## src/design/tmc_pkg.sv

```systemverilog
// Shared types and codes for the thermostat mode controller.
// Request, mode and drive codes, register indexes and the item/result records.
// No dependencies.
package tmc_pkg;

	localparam int REQ_W      = 3;
	localparam int TEMP_W     = 8;
	localparam int MODE_W     = 2;
	localparam int DRV_W      = 2;
	localparam int CFG_IDX_W  = 3;
	localparam int CFG_DATA_W = 16;

	// Request codes
	localparam logic [REQ_W-1:0] REQ_SAMPLE = 3'd0;
	localparam logic [REQ_W-1:0] REQ_UP     = 3'd1;
	localparam logic [REQ_W-1:0] REQ_DOWN   = 3'd2;
	localparam logic [REQ_W-1:0] REQ_POWER  = 3'd3;
	localparam logic [REQ_W-1:0] REQ_TICK   = 3'd4;

	// Operating modes
	localparam logic [MODE_W-1:0] MODE_OFF = 2'd0;
	localparam logic [MODE_W-1:0] MODE_ON  = 2'd1;
	localparam logic [MODE_W-1:0] MODE_SET = 2'd2;

	// Element drive
	localparam logic [DRV_W-1:0] DRV_IDLE = 2'd0;
	localparam logic [DRV_W-1:0] DRV_HEAT = 2'd1;
	localparam logic [DRV_W-1:0] DRV_COOL = 2'd2;

	// Configuration register indexes
	localparam logic [CFG_IDX_W-1:0] REG_SET_MIN     = 3'd0;
	localparam logic [CFG_IDX_W-1:0] REG_SET_MAX     = 3'd1;
	localparam logic [CFG_IDX_W-1:0] REG_STEP_BAND   = 3'd2;
	localparam logic [CFG_IDX_W-1:0] REG_DEFAULT_SET = 3'd3;
	localparam logic [CFG_IDX_W-1:0] REG_TIMEOUT     = 3'd4;

	// Register reset values
	localparam logic [7:0]  SET_MIN_RST   = 8'd35;
	localparam logic [7:0]  SET_MAX_RST   = 8'd75;
	localparam logic [5:0]  STEP_BAND_RST = 6'd5;
	localparam logic [7:0]  DEFAULT_SET   = 8'd60;
	localparam logic [15:0] TIMEOUT_RST   = 16'd5;

	typedef struct packed {
		logic [REQ_W-1:0]  req_type;
		logic [TEMP_W-1:0] temp_sample;
	} item_t;

	typedef struct packed {
		logic [MODE_W-1:0] mode_now;
		logic              heater_on;
		logic              cooler_on;
		logic              led_on;
		logic [7:0]        average_temp;
		logic [7:0]        set_point;
	} result_t;

	// Strobes from the controller to the sample ring memory
	typedef struct packed {
		logic rd_en;
		logic wr_en;
	} ring_ctl_t;

endpackage

```

## src/design/tmc_if.sv

```systemverilog
// Request and result channel interfaces for the thermostat mode controller.
// Depends on tmc_pkg for field widths.
interface tmc_req_if import tmc_pkg::*; ();
	logic              valid;
	logic              ready;
	logic [REQ_W-1:0]  req_type;
	logic [TEMP_W-1:0] temp_sample;

	modport source(output valid, req_type, temp_sample, input ready);
	modport sink(input valid, req_type, temp_sample, output ready);
endinterface

interface tmc_res_if import tmc_pkg::*; ();
	logic              valid;
	logic              ready;
	logic [MODE_W-1:0] mode_now;
	logic              heater_on;
	logic              cooler_on;
	logic              led_on;
	logic [7:0]        average_temp;
	logic [7:0]        set_point;

	modport source(output valid, mode_now, heater_on, cooler_on, led_on, average_temp,
		set_point, input ready);
	modport sink(input valid, mode_now, heater_on, cooler_on, led_on, average_temp,
		set_point, output ready);
endinterface

```

## src/design/tmc_ring_mem.sv

```systemverilog
// Sample ring storage: one write port, one registered read port.
// Depends on tmc_pkg for the strobe record.
module tmc_ring_mem import tmc_pkg::*; #(
	parameter int DEPTH = 8
) (
	input  logic                     clk,
	input  ring_ctl_t                ctl,
	input  logic [$clog2(DEPTH)-1:0] rd_addr,
	input  logic [$clog2(DEPTH)-1:0] wr_addr,
	input  logic [TEMP_W-1:0]        wr_data,
	output logic [TEMP_W-1:0]        rd_data
);

	logic [TEMP_W-1:0] ring_q [DEPTH];
	logic [TEMP_W-1:0] rd_data_q;

	always_ff @(posedge clk) begin
		if (ctl.wr_en) begin
			ring_q[wr_addr] <= wr_data;
		end
	end

	// Hold the read word until the next read so a stalled consumer keeps it
	always_ff @(posedge clk) begin
		if (ctl.rd_en) begin
			rd_data_q <= ring_q[rd_addr];
		end
	end

	assign rd_data = rd_data_q;

endmodule

```

## src/design/tmc_ctrl.sv

```systemverilog
// Controller state and per-item update: mode, set point, running sum, drive.
// Depends on tmc_pkg; drives the sample ring memory addresses.
module tmc_ctrl import tmc_pkg::*; #(
	parameter int AVG_DEPTH = 8
) (
	input  logic                         clk,
	input  logic                         arst_n,
	input  logic                         cfg_we,
	input  logic [CFG_IDX_W-1:0]         cfg_index,
	input  logic [CFG_DATA_W-1:0]        cfg_data,
	input  logic                         step_en,
	input  item_t                        item,
	input  logic [TEMP_W-1:0]            old_sample,
	output logic                         wr_en,
	output logic [$clog2(AVG_DEPTH)-1:0] wr_addr,
	output logic [$clog2(AVG_DEPTH)-1:0] rd_addr,
	output result_t                      result
);

	localparam int IDX_W = $clog2(AVG_DEPTH);
	localparam int SUM_W = TEMP_W + IDX_W;
	// floor(sum / AVG_DEPTH) = (sum * RECIP) >> SHIFT, exact for sum < 2**SUM_W
	localparam int SHIFT = SUM_W + IDX_W;
	localparam int MUL_W = SHIFT + 1;
	localparam int PROD_W = SUM_W + MUL_W;
	localparam logic [MUL_W-1:0] RECIP = MUL_W'((2 ** SHIFT + AVG_DEPTH - 1) / AVG_DEPTH);
	localparam logic [IDX_W-1:0] LAST_IDX = IDX_W'(AVG_DEPTH - 1);

	logic [7:0]        set_min_q, set_max_q;
	logic [5:0]        step_band_q;
	logic [15:0]       timeout_q;

	logic [MODE_W-1:0] mode_q, mode_d;
	logic [IDX_W-1:0]  ring_index_q, idx_next;
	logic              wrapped_q, primed_q;
	logic [TEMP_W-1:0] first_q;
	logic [SUM_W-1:0]  sum_q, sum_d, mul_in;
	logic [7:0]        desired_q, desired_d, saved_q, saved_d;
	logic [15:0]       idle_q, idle_d, idle_inc;
	logic [DRV_W-1:0]  drive_q, drive_d;
	logic              blink_q, blink_d;

	logic              take, advance;
	logic [TEMP_W-1:0] t, old;
	logic [SUM_W-1:0]  sum_upd;
	logic [PROD_W-1:0] prod;
	logic [7:0]        avg_d;
	logic [8:0]        avg_pb, d_pb, up_sum, min_pb;

	always_ff @(posedge clk or negedge arst_n) begin
		if (!arst_n) begin
			set_min_q   <= SET_MIN_RST;
			set_max_q   <= SET_MAX_RST;
			step_band_q <= STEP_BAND_RST;
			timeout_q   <= TIMEOUT_RST;
		end else if (cfg_we) begin
			case (cfg_index)
				REG_SET_MIN:   set_min_q   <= cfg_data[7:0];
				REG_SET_MAX:   set_max_q   <= cfg_data[7:0];
				REG_STEP_BAND: step_band_q <= cfg_data[5:0];
				REG_TIMEOUT:   timeout_q   <= cfg_data;
				// default_set only matters at reset, where it is the constant
				default: ;
			endcase
		end
	end

	assign t        = item.temp_sample;
	assign take     = (item.req_type == REQ_SAMPLE) && (mode_q == MODE_ON);
	assign advance  = step_en && take && primed_q;
	assign idx_next = (ring_index_q == LAST_IDX) ? '0 : ring_index_q + 1'b1;

	// Slots not yet rewritten since priming still hold the first sample
	assign old     = wrapped_q ? old_sample : first_q;
	assign sum_upd = sum_q - SUM_W'(old) + SUM_W'(t);
	assign mul_in  = (take && primed_q) ? sum_upd : sum_q;
	assign prod    = PROD_W'(mul_in) * PROD_W'(RECIP);
	assign avg_d   = (take && !primed_q) ? t : prod[SHIFT +: 8];

	assign avg_pb   = {1'b0, avg_d} + 9'(step_band_q);
	assign d_pb     = {1'b0, desired_q} + 9'(step_band_q);
	assign up_sum   = d_pb;
	assign min_pb   = {1'b0, set_min_q} + 9'(step_band_q);
	assign idle_inc = (idle_q != 16'hFFFF) ? idle_q + 16'd1 : idle_q;

	always_comb begin
		mode_d    = mode_q;
		sum_d     = sum_q;
		desired_d = desired_q;
		saved_d   = saved_q;
		idle_d    = idle_q;
		drive_d   = drive_q;
		blink_d   = blink_q;
		case (item.req_type)
			REQ_SAMPLE: begin
				if (take) begin
					sum_d = primed_q ? sum_upd : SUM_W'(t) * SUM_W'(AVG_DEPTH);
					if (({1'b0, desired_q} < avg_pb) && (d_pb > {1'b0, avg_d})) begin
						drive_d = DRV_IDLE;
					end else if ({1'b0, desired_q} < avg_pb) begin
						drive_d = DRV_COOL;
					end else begin
						drive_d = DRV_HEAT;
					end
					if (drive_d != DRV_HEAT) begin
						blink_d = 1'b0;
					end
				end
			end
			REQ_UP, REQ_DOWN: begin
				if (mode_q == MODE_ON) begin
					mode_d  = MODE_SET;
					idle_d  = '0;
					drive_d = DRV_IDLE;
					blink_d = 1'b0;
					saved_d = desired_q;
				end else if (mode_q == MODE_SET) begin
					if (item.req_type == REQ_UP) begin
						if (desired_q < set_max_q) begin
							desired_d = (up_sum > {1'b0, set_max_q}) ? set_max_q : up_sum[7:0];
						end
					end else begin
						if (desired_q > set_min_q) begin
							desired_d = ({1'b0, desired_q} >= min_pb) ?
								desired_q - {2'b00, step_band_q} : set_min_q;
						end
					end
					saved_d = desired_d;
					idle_d  = '0;
				end
			end
			REQ_POWER: begin
				if (mode_q == MODE_OFF) begin
					mode_d    = MODE_ON;
					desired_d = saved_q;
				end else begin
					mode_d = MODE_OFF;
				end
				drive_d = DRV_IDLE;
				blink_d = 1'b0;
				idle_d  = '0;
			end
			REQ_TICK: begin
				if (mode_q == MODE_ON) begin
					if (drive_q == DRV_HEAT) begin
						blink_d = ~blink_q;
					end
				end else if (mode_q == MODE_SET) begin
					if (idle_inc >= timeout_q) begin
						mode_d = MODE_ON;
						idle_d = '0;
					end else begin
						idle_d = idle_inc;
					end
				end
			end
			default: ;
		endcase
	end

	always_ff @(posedge clk or negedge arst_n) begin
		if (!arst_n) begin
			mode_q       <= MODE_OFF;
			ring_index_q <= '0;
			wrapped_q    <= 1'b0;
			primed_q     <= 1'b0;
			first_q      <= '0;
			sum_q        <= '0;
			desired_q    <= DEFAULT_SET;
			saved_q      <= DEFAULT_SET;
			idle_q       <= '0;
			drive_q      <= DRV_IDLE;
			blink_q      <= 1'b0;
		end else if (step_en) begin
			mode_q    <= mode_d;
			sum_q     <= sum_d;
			desired_q <= desired_d;
			saved_q   <= saved_d;
			idle_q    <= idle_d;
			drive_q   <= drive_d;
			blink_q   <= blink_d;
			if (take && !primed_q) begin
				primed_q <= 1'b1;
				first_q  <= t;
			end
			if (advance) begin
				ring_index_q <= idx_next;
				if (ring_index_q == LAST_IDX) begin
					wrapped_q <= 1'b1;
				end
			end
		end
	end

	assign wr_en   = advance;
	assign wr_addr = ring_index_q;
	// Forward the advanced index so the next item reads the slot it will replace
	assign rd_addr = advance ? idx_next : ring_index_q;

	always_comb begin
		result.mode_now     = mode_d;
		result.heater_on    = (drive_d == DRV_HEAT);
		result.cooler_on    = (drive_d == DRV_COOL);
		result.led_on       = (drive_d == DRV_COOL) || ((drive_d == DRV_HEAT) && blink_d);
		result.average_temp = avg_d;
		result.set_point    = desired_d;
	end

endmodule

```

## src/design/thermostat_mode_controller_unit.sv

```systemverilog
// Thermostat mode controller top level: request staging, output register, ring memory.
// Depends on tmc_pkg, tmc_req_if/tmc_res_if, tmc_ring_mem and tmc_ctrl.
//
// Usage: every request on req (sample, up, down, on/off press, tick) yields
// exactly one result on res with the mode, heater/cooler/LED drives, moving
// average and set point after that request. Both channels use valid/ready;
// a request moves when both are high at a rising clock edge.
// Configuration: cfg_we with cfg_index 0..4 (set_min, set_max, step_band, default_set
// (ignored), timeout_ticks) and cfg_data; write only while the block is idle.
// Path: an accepted request is registered in stage 1; its result is then
// registered in the output register, which drives res.
// Throughput: one request per cycle while res is taken; the sample ring memory
// is read as a request enters stage 1, ahead of the update, and the ring index is
// forwarded so back-to-back samples always read the slot they will replace.
// Reset (arst_n low): mode off, set point 60, average 0, drives off, ring empty.
// The first sample in on mode fills the whole ring logically; no clear pass.
// Stall: when res is not taken the result holds in the output register, one
// more request parks in stage 1, then req.ready drops until res moves.
module thermostat_mode_controller_unit import tmc_pkg::*; #(
	parameter int AVG_DEPTH = 8
) (
	input  logic                  clk,
	input  logic                  arst_n,
	input  logic                  cfg_we,
	input  logic [CFG_IDX_W-1:0]  cfg_index,
	input  logic [CFG_DATA_W-1:0] cfg_data,
	tmc_req_if.sink               req,
	tmc_res_if.source             res
);

	localparam int IDX_W = $clog2(AVG_DEPTH);

	logic              valid_s1;
	item_t             item_s1;
	logic              out_valid_q;
	result_t           out_q;
	logic              fire_s1, accept;
	ring_ctl_t         ring_ctl;
	logic [IDX_W-1:0]  rd_addr, wr_addr;
	logic [TEMP_W-1:0] rd_data;
	logic              wr_en;
	result_t           result;

	// Advance stage 1 when the output register is empty or being drained
	assign fire_s1   = valid_s1 && (!out_valid_q || res.ready);
	assign req.ready = !valid_s1 || fire_s1;
	assign accept    = req.valid && req.ready;

	always_ff @(posedge clk or negedge arst_n) begin
		if (!arst_n) begin
			valid_s1 <= 1'b0;
		end else if (req.ready) begin
			valid_s1 <= req.valid;
		end
	end

	// Hold the staged request while stalled
	always_ff @(posedge clk) begin
		if (accept) begin
			item_s1.req_type    <= req.req_type;
			item_s1.temp_sample <= req.temp_sample;
		end
	end

	always_ff @(posedge clk or negedge arst_n) begin
		if (!arst_n) begin
			out_valid_q <= 1'b0;
		end else if (fire_s1) begin
			out_valid_q <= 1'b1;
		end else if (res.ready) begin
			out_valid_q <= 1'b0;
		end
	end

	always_ff @(posedge clk) begin
		if (fire_s1) begin
			out_q <= result;
		end
	end

	// Read the ring as a request enters stage 1; write back as it leaves
	assign ring_ctl.rd_en = accept;
	assign ring_ctl.wr_en = wr_en;

	tmc_ring_mem #(
		.DEPTH(AVG_DEPTH)
	) u_ring (
		.clk    (clk),
		.ctl    (ring_ctl),
		.rd_addr(rd_addr),
		.wr_addr(wr_addr),
		.wr_data(item_s1.temp_sample),
		.rd_data(rd_data)
	);

	tmc_ctrl #(
		.AVG_DEPTH(AVG_DEPTH)
	) u_ctrl (
		.clk       (clk),
		.arst_n    (arst_n),
		.cfg_we    (cfg_we),
		.cfg_index (cfg_index),
		.cfg_data  (cfg_data),
		.step_en   (fire_s1),
		.item      (item_s1),
		.old_sample(rd_data),
		.wr_en     (wr_en),
		.wr_addr   (wr_addr),
		.rd_addr   (rd_addr),
		.result    (result)
	);

	assign res.valid        = out_valid_q;
	assign res.mode_now     = out_q.mode_now;
	assign res.heater_on    = out_q.heater_on;
	assign res.cooler_on    = out_q.cooler_on;
	assign res.led_on       = out_q.led_on;
	assign res.average_temp = out_q.average_temp;
	assign res.set_point    = out_q.set_point;

`ifndef SYNTHESIS
	// Heating and cooling are mutually exclusive
	assert property (@(posedge clk) disable iff (!arst_n)
		res.valid |-> !(res.heater_on && res.cooler_on))
		else $error("heater and cooler both on");

	// Off and setting modes drop every drive and the indicator
	assert property (@(posedge clk) disable iff (!arst_n)
		(res.valid && (res.mode_now == MODE_OFF || res.mode_now == MODE_SET))
		|-> !(res.heater_on || res.cooler_on || res.led_on))
		else $error("drive active outside on mode");

	// A stalled stage 1 must not accept another request
	assert property (@(posedge clk) disable iff (!arst_n)
		(valid_s1 && out_valid_q && !res.ready) |-> !req.ready)
		else $error("request accepted over stalled stage");

	// Only stage 1 leaving may write the ring
	assert property (@(posedge clk) disable iff (!arst_n)
		wr_en |-> fire_s1)
		else $error("ring written without an update");
`endif

endmodule
```

## src/flat_wrapper.sv

```systemverilog
// flat-port wrapper written by rule: the top's interface ports become plain ports
module thermostat_mode_controller_unit_flat import tmc_pkg::*;
#(
	parameter int AVG_DEPTH = 8
)
  (clk, arst_n, cfg_we, cfg_index, cfg_data, req_valid, req_req_type, req_temp_sample, req_ready, res_valid, res_mode_now, res_heater_on, res_cooler_on, res_led_on, res_average_temp, res_set_point, res_ready);
  tmc_req_if req_i ();
  tmc_res_if res_i ();
  input  logic clk;
  input  logic arst_n;
  input  logic cfg_we;
  input  logic [CFG_IDX_W-1:0] cfg_index;
  input  logic [CFG_DATA_W-1:0] cfg_data;
  input wire logic [$bits(req_i.valid)-1:0] req_valid;
  input wire logic [$bits(req_i.req_type)-1:0] req_req_type;
  input wire logic [$bits(req_i.temp_sample)-1:0] req_temp_sample;
  output wire logic [$bits(req_i.ready)-1:0] req_ready;
  output wire logic [$bits(res_i.valid)-1:0] res_valid;
  output wire logic [$bits(res_i.mode_now)-1:0] res_mode_now;
  output wire logic [$bits(res_i.heater_on)-1:0] res_heater_on;
  output wire logic [$bits(res_i.cooler_on)-1:0] res_cooler_on;
  output wire logic [$bits(res_i.led_on)-1:0] res_led_on;
  output wire logic [$bits(res_i.average_temp)-1:0] res_average_temp;
  output wire logic [$bits(res_i.set_point)-1:0] res_set_point;
  input wire logic [$bits(res_i.ready)-1:0] res_ready;
  assign req_i.valid = req_valid;
  assign req_i.req_type = req_req_type;
  assign req_i.temp_sample = req_temp_sample;
  assign req_ready = req_i.ready;
  assign res_valid = res_i.valid;
  assign res_mode_now = res_i.mode_now;
  assign res_heater_on = res_i.heater_on;
  assign res_cooler_on = res_i.cooler_on;
  assign res_led_on = res_i.led_on;
  assign res_average_temp = res_i.average_temp;
  assign res_set_point = res_i.set_point;
  assign res_i.ready = res_ready;
  thermostat_mode_controller_unit #(.AVG_DEPTH(AVG_DEPTH)) u_core (.clk(clk), .arst_n(arst_n), .cfg_we(cfg_we), .cfg_index(cfg_index), .cfg_data(cfg_data), .req(req_i), .res(res_i));
endmodule
```

## config.mk

```make
export PLATFORM = sky130hd
export DESIGN_NAME = thermostat_mode_controller_unit_flat
export DESIGN_NICKNAME = d
export VERILOG_FILES = /design/src/design/tmc_pkg.sv /design/src/design/tmc_if.sv /design/src/design/tmc_ring_mem.sv /design/src/design/tmc_ctrl.sv /design/src/design/thermostat_mode_controller_unit.sv /design/src/flat_wrapper.sv
export SDC_FILE = /design/constraint.sdc
export NUM_CORES = 1
export LEC_CHECK = 0
export BUFFER_PORTS_ARGS = -buffer_cell sky130_fd_sc_hd__buf_2
export CAP_MARGIN = 40
export CORE_UTILIZATION = 57
export DETAILED_ROUTE_END_ITERATION = 10
export PLACE_DENSITY_LB_ADDON = 0.15
export SYNTH_ARGS = -nofsm -noshare
export SYNTH_HDL_FRONTEND = slang
export SYNTH_SLANG_ARGS = --single-unit
```

## constraint.sdc

```tcl
create_clock -name clk -period 5 [get_ports clk]
set_input_delay 0.75 -clock clk [delete_from_list [all_inputs] [get_ports clk]]
set_output_delay 0.75 -clock clk [all_outputs]
set_load 0.02 [all_outputs]
```

## Word-level counts from Yosys, hierarchy flattened

Memory sizes are Yosys's and may differ from the RTL's. A register that Yosys moved wholly into a read port is not among the register bits.
Cells that the tools add are included.

| storage, ports and cells | value |
|---|---|
| memories | 1 |
| logic and storage cells | 138 |
| RAM bits | 64 |
| output and inout port bits | 23 |
| register bits after elaboration | 133 |

Memories:

| memory | depth | bits a word | read ports | clocked after Yosys merged registers in | wr ports | line | text |
|---|---|---|---|---|---|---|---|
| u_core.u_ring.ring_q | 8 | 8 | 1 | 1 | 1 | tmc_ring_mem.sv:14 | `logic [TEMP_W-1:0] ring_q [DEPTH];` |

| cells by class | value |
|---|---|
| muxes and demuxes | 47 |
| bitwise gates (word level) | 1 |
| $lt $le $gt $ge | 7 |
| add/sub/neg operators | 8 |
| eq/ne operators | 18 |
| reduce and logical (&&, ||, !) cells | 31 |

Operators by type and width:

| cell | count |
|---|---|
| 2-to-1 mux 16 bit | 6 |
| 2-to-1 mux 8 bit | 12 |
| case mux 16 bit (3 select lines) | 1 |
| adder 8 x 6 -> 9 bit | 3 |
| 2-to-1 mux 11 bit | 2 |
| 2-to-1 mux 2 bit | 10 |
| > comparator 9 x 8 -> 1 bit | 2 |
| adder 16 x 1 -> 16 bit, second input constant | 1 |
| greater-or-equal comparator 16 bit | 1 |
| inequality test 16 bit, second input constant | 1 |
| case mux 8 bit (2 select lines) | 1 |
| case mux 2 bit (3 select lines) | 2 |
| adder 11 x 8 -> 11 bit | 1 |
| subtractor 11 x 8 -> 11 bit | 1 |
| 2-to-1 mux 1 bit | 10 |
| AND reduction 2 bit | 5 |
| equality test 3 x 2 -> 1 bit, second input constant | 3 |
| equality test 3 bit, second input constant | 3 |
| greater-or-equal comparator 8 x 9 -> 1 bit | 1 |
| logical AND 1 bit | 9 |
| less-than comparator 8 x 9 -> 1 bit | 1 |
| AND reduction 3 bit | 3 |
| > comparator 8 bit | 1 |
| less-than comparator 8 bit | 1 |
| other kinds (19) | 31 |

## Logic depth before layout (Yosys ltp)

| logic depth | value |
|---|---|
| word-level depth | 17 |
| mapped depth | 28 |
| gate-level depth less buffers | 27 |

## By module

Synthesis repeated with hierarchy kept, for this count alone.

| unflattened totals | value |
|---|---|
| cell total of the unflattened synthesis | 1199 |
| area, all modules | 12613.3 um^2 |

By module, submodules not included:

| module | cells an instance | times used | seq. area each (um^2) | area an instance (um^2) |
|---|---|---|---|---|
| tmc_ctrl | 1045 | 1 | 2501.1 | 8777.2 |
| tmc_ring_mem | 114 | 1 | 2162.1 | 2771.4 |
| thermostat_mode_controller_unit | 40 | 1 | 1011.0 | 1064.8 |

## Worst setup path after synthesis

Ideal clock, no wire load.

| path | value |
|---|---|
| path kind | reg-to-reg |
| start | register u_core.u_ctrl.wrapped_q |
| end | register u_core.out_q, in the netlist u_core.res.led_on, data pin |
| slack | -580 ps |
| data required time | 4746 ps |
| cell stages (with the launch flop) | 26 |
| clock period less this slack | 5580 ps |
| buffers on the path | 1 |
| arrival | 5327 ps |
| cells stage by stage | dfrtp_1 > clkbuf_1 > mux2_2 > fa_1 > inv_1 > ha_1 > a211oi_1 > o21bai_1 > a21oi_1 > xnor2_1 > mux2i_1 > o21ai_0 > ha_1 > a21o_1 > a21o_1 > a21oi_1 > nor2b_1 > o21ai_0 > xnor2_1 > ha_1 > a2111oi_0 > o21ai_0 > o21ai_0 > o221ai_1 > and3_1 > a21o_1 |

RTL lines:

| item | line | text |
|---|---|---|
| start: declaration | tmc_ctrl.sv:35 | `logic wrapped_q, primed_q;` |
| start signal: assignment | tmc_ctrl.sv:165 | `wrapped_q <= 1'b0;` |
| start signal: assignment | tmc_ctrl.sv:189 | `wrapped_q <= 1'b1;` |
| end signal: assignment | thermostat_mode_controller_unit.sv:77 | `out_q <= result;` |
| end: declaration | thermostat_mode_controller_unit.sv:36 | `result_t out_q;` |

==> metrics <==
outcome=complete, but fails checks; failing checks=negative setup slack; chip width=151 um; Synth Area in Simple Gates=0.129; Worst Tran Pin Value=792 ps; relative slew slack=0.471; Post-Synthesis Cells=1228; DR iter-0 viols=702; CP Class=reg -> reg; Synth Area in XOR/XNOR=0.0248; dpl ws=-486 ps; Post-Synth Adder-Cell Area=0.125; Max-cap violations=0; ANT cells=0; gr ovfl total=0; Final Hold Violating Endpoints=0; Core Area=0.0218 mm^2; CTS sink cnt=205; number of global-route vias before repair=9702; CTS tree=yes; max frequency=192 MHz; synthesized flop and latch total=205; number of routed nets with antenna violations=0; initial antenna violation count=0; cells along the critical path=mux2_2, fa_1, inv_1, ha_1, o21a_1, o31a_1, o21ai_1, nand2b_1, xnor2_1, nor2_1, a21oi_2, o21ai_2, ha_1, a21o_1, a21oi_2, xor2_1, ha_1, a2111oi_4, o21ai_2, o21ai_4, o221ai_4, and3_4, a21o_1; Synth Area in Compound Gates=0.168; Clock Tree Buf Depth=3; data required time of the worst path=5300 ps; R2R depth=23; via count=9952; Starting Density=0.582; Crit path top cell by count=ha_1; Synth Cell Area=0.0127 mm^2; FILL cells=1671; CTS buffer count=24; Final HPWL DP=24000 um; Reg2Reg Setup Slack=-210 ps; post-synth cell types=78; startpoint class of the critical path=flop; CP max stage delay=480 ps; die height=151 um; WL per Instance=19.7 um; post-synthesis async set-or-reset flop share=0.493; mux cell area share after synthesis=0.0615; CP max stage cell=fa_1; Clk pin slew, worst setup/hold paths=60 ps; Cell Pwr Density=560 mW/mm^2; Max Slew Vio Count=0; number of synthesized flops with an enable pin=104; fin util=0.681; drt pass-1 iters=5; Peak VDD IR=0.390 mV; final worst setup slack=-209 ps; share of cells above drive strength 1=0.218; crit share post-route=1.04; Finish-stage setup viols=5; largest family of logic cells by synthesized area=compound AO/OA/AOI/OAI gates; CP max FO=5; setup skew after layout=22.5 ps; # rows=54; Syn. warnings=0; largest net degree at the start of global routing=39; Syn Nets=1382; Tmin final=5210 ps; htree depth=1; nets@finish=1511; GP Congestion=0.918; Pleak=6.40 nW; Total Power=8.32 mW; root buffer cell=clkbuf_16; Critical Path AT=5510 ps; Worst Setup End Kind=flop; GRT Overall Usage=0.293; P&R area growth vs syn=17.0%; sequential cell area fraction in the yosys report=0.447; Avg Inst Size Synth=10.3 um^2; first-pass GRT wire length=51100 um; I/O Pins=58; worst-skew pair later-pin latency=550 ps; main flop type after synthesis=edfxtp_1; die area=0.0229 mm^2; DRC Markers=0; class of the worst hold path=in -> async; Total Wirelength=32600 um; RR Startpoint=u_core.u_ctrl.wrapped_q; unrepaired setup endpoints after global routing=true; reg-to-reg endpoint=u_core.res.led_on; Via-to-Cell Ratio=6.01; PortBufs=57
-- cell usage in the layout, fill, tap and decap left out, types with 11 or more instances in the layout --
master | synthesis | routed
mux2i_1 | 15 | 15
nand2b_1 | 18 | 18
mux2_2 | 23 | 21
buf_2 | 6 | 57
nor3_1 | 24 | 21
a21o_1 | 20 | 20
mux4_2 | 16 | 16
buf_4 | 1 | 81
clkbuf_16 | 0 | 24
nand3_1 | 24 | 24
a21oi_1 | 57 | 50
edfxtp_1 | 104 | 104
o31ai_1 | 15 | 14
o21a_1 | 12 | 12
a22o_1 | 11 | 11
dfstp_2 | 19 | 19
nor2b_1 | 17 | 16
nor2_1 | 62 | 62
xor2_1 | 16 | 16
dfrtp_1 | 82 | 81
o21ai_0 | 108 | 94
inv_1 | 101 | 98
ha_1 | 107 | 98
xnor2_1 | 20 | 20
nand2_1 | 142 | 142
-- cell type report --
| type | instances | area (um^2) | share of cell area |
|---|---|---|---|
| tap | 280 | 350 | 0.0236 |
| inverter | 104 | 390 | 0.0263 |
| clock inverter | 12 | 110 | 0.00741 |
| clock buffer | 32 | 631 | 0.0425 |
| sequential | 205 | 5680 | 0.382 |
| multi-input combinational | 878 | 6710 | 0.452 |
| timing repair buffer | 144 | 986 | 0.0664 |
-- routing by layer --
layer / GRT usage / up-vias / share of wire
li1: - / 4737 / -
met4: 0.114 / 0 / 0.038
met2: 0.482 / 356 / 0.47
met1: 0.389 / 4783 / 0.42
met5: 0 / - / 0
met3: 0.0449 / 76 / 0.069
-- registers in the layout, summed over array words and instances (netlist names), 2 cells and up --
signal,cells
u_core.u_ctrl.drive_q,2
u_core.res.set_point,8
u_core.u_ctrl.mode_q,2
u_core.res.mode_now,2
u_core.u_ctrl.set_max_q,8
u_core.u_ctrl.idle_q,16
u_core.u_ctrl.desired_q,8
u_core.u_ctrl.set_min_q,8
u_core.u_ring.ring_q,64
u_core.u_ctrl.saved_q,8
u_core.item_s1,11
u_core.u_ctrl.wr_addr,3
u_core.res.average_temp,8
u_core.u_ctrl.timeout_q,16
u_core.u_ctrl.first_q,8
u_core.u_ctrl.step_band_q,6
u_core.u_ctrl.sum_q,11
u_core.u_ring.rd_data,8
-- stage by stage --
step	area [um^2]	std cells	setup TNS, ps	hold WS [ps]
after floorplan	12700	1228	-94.4	445
after global placement	13800	1595	-703	459
after detailed placement	13800	1602	-1940	468
after CTS	14700	1651	-262	157
after global routing	14900	1655	-1520	171
final	14900	1655	-509	161
-- power by group --
part	internal (mW)	total, mW	switching (mW)	leakage (nW)
clock	0.944	1.67	0.724	0.361
sequential	2.11	2.34	0.239	2.22
combinational	1.94	4.30	2.37	3.82
-- worst max-delay path, delay by kind of cell, from the launching register on --
kind / cells / cell delay, ps
buffers and inverters: 1 / 40
muxes: 1 / 360
xor gates and xnor gates: 2 / 300
adders and majority gates: 4 / 1400
DFF: 1 / 430
and+or+nand+nor: 3 / 440
AOI/OAI and AO/OA: 12 / 1970
-- how the worst max path moves through the flow --
stage                            start                 to  cells after the start
6_report       u_core.u_ctrl.wrapped_q  u_core.res.led_on                     23
5_1_grt        u_core.u_ctrl.wrapped_q  u_core.res.led_on                     24
4_1_cts        u_core.u_ctrl.wrapped_q  u_core.res.led_on                     24
3_5_place_dp   u_core.u_ctrl.wrapped_q  u_core.res.led_on                     23
3_3_place_gp   u_core.u_ctrl.wrapped_q  u_core.res.led_on                     22
2_1_floorplan  u_core.u_ctrl.wrapped_q  u_core.res.led_on                     25
-- cells by family after synthesis --
kind of cell | Yosys count
simple gates | 340
compound gates | 327
flops | 205
buf+inv | 145
fa+ha+maj | 120
mux | 55
xor+xnor | 36
-- synthesized netlist by cell type, types with 8 or more instances --
cell type | count | area [um^2]
nand2_1 | 142 | 533
o21ai_0 | 108 | 541
ha_1 | 107 | 1340
edfxtp_1 | 104 | 3120
inv_1 | 101 | 379
dfrtp_1 | 82 | 2050
nor2_1 | 62 | 233
a21oi_1 | 57 | 285
clkbuf_1 | 33 | 124
nand3_1 | 24 | 120
nor3_1 | 24 | 120
mux2_2 | 23 | 259
a21o_1 | 20 | 150
xnor2_1 | 20 | 175
dfstp_2 | 19 | 499
nand2b_1 | 18 | 113
nor2b_1 | 17 | 106
mux4_2 | 16 | 360
xor2_1 | 16 | 140
mux2i_1 | 15 | 150
o31ai_1 | 15 | 113
fa_1 | 12 | 240
o21a_1 | 12 | 90.1
a22o_1 | 11 | 96.3
a211oi_1 | 10 | 75.1
a31oi_1 | 9 | 56.3
and3_1 | 9 | 56.3
o22ai_1 | 9 | 56.3
a221o_1 | 8 | 80.1
and2_1 | 8 | 50.1
-- timing repair --
| item | CTS | global route |
|---|---|---|
| gates cloned | 0 | 0 |
| gates resized for setup | 33 | 19 |
| pin swaps | 27 | 30 |
| hold buffers | 0 | 0 |
| setup buffers | 6 | 5 |
| endpoints found under the hold margin | 0 | 0 |
| endpoints found under the setup margin | 6 | 6 |
No activity file was read; power rests on OpenSTA's default activity.
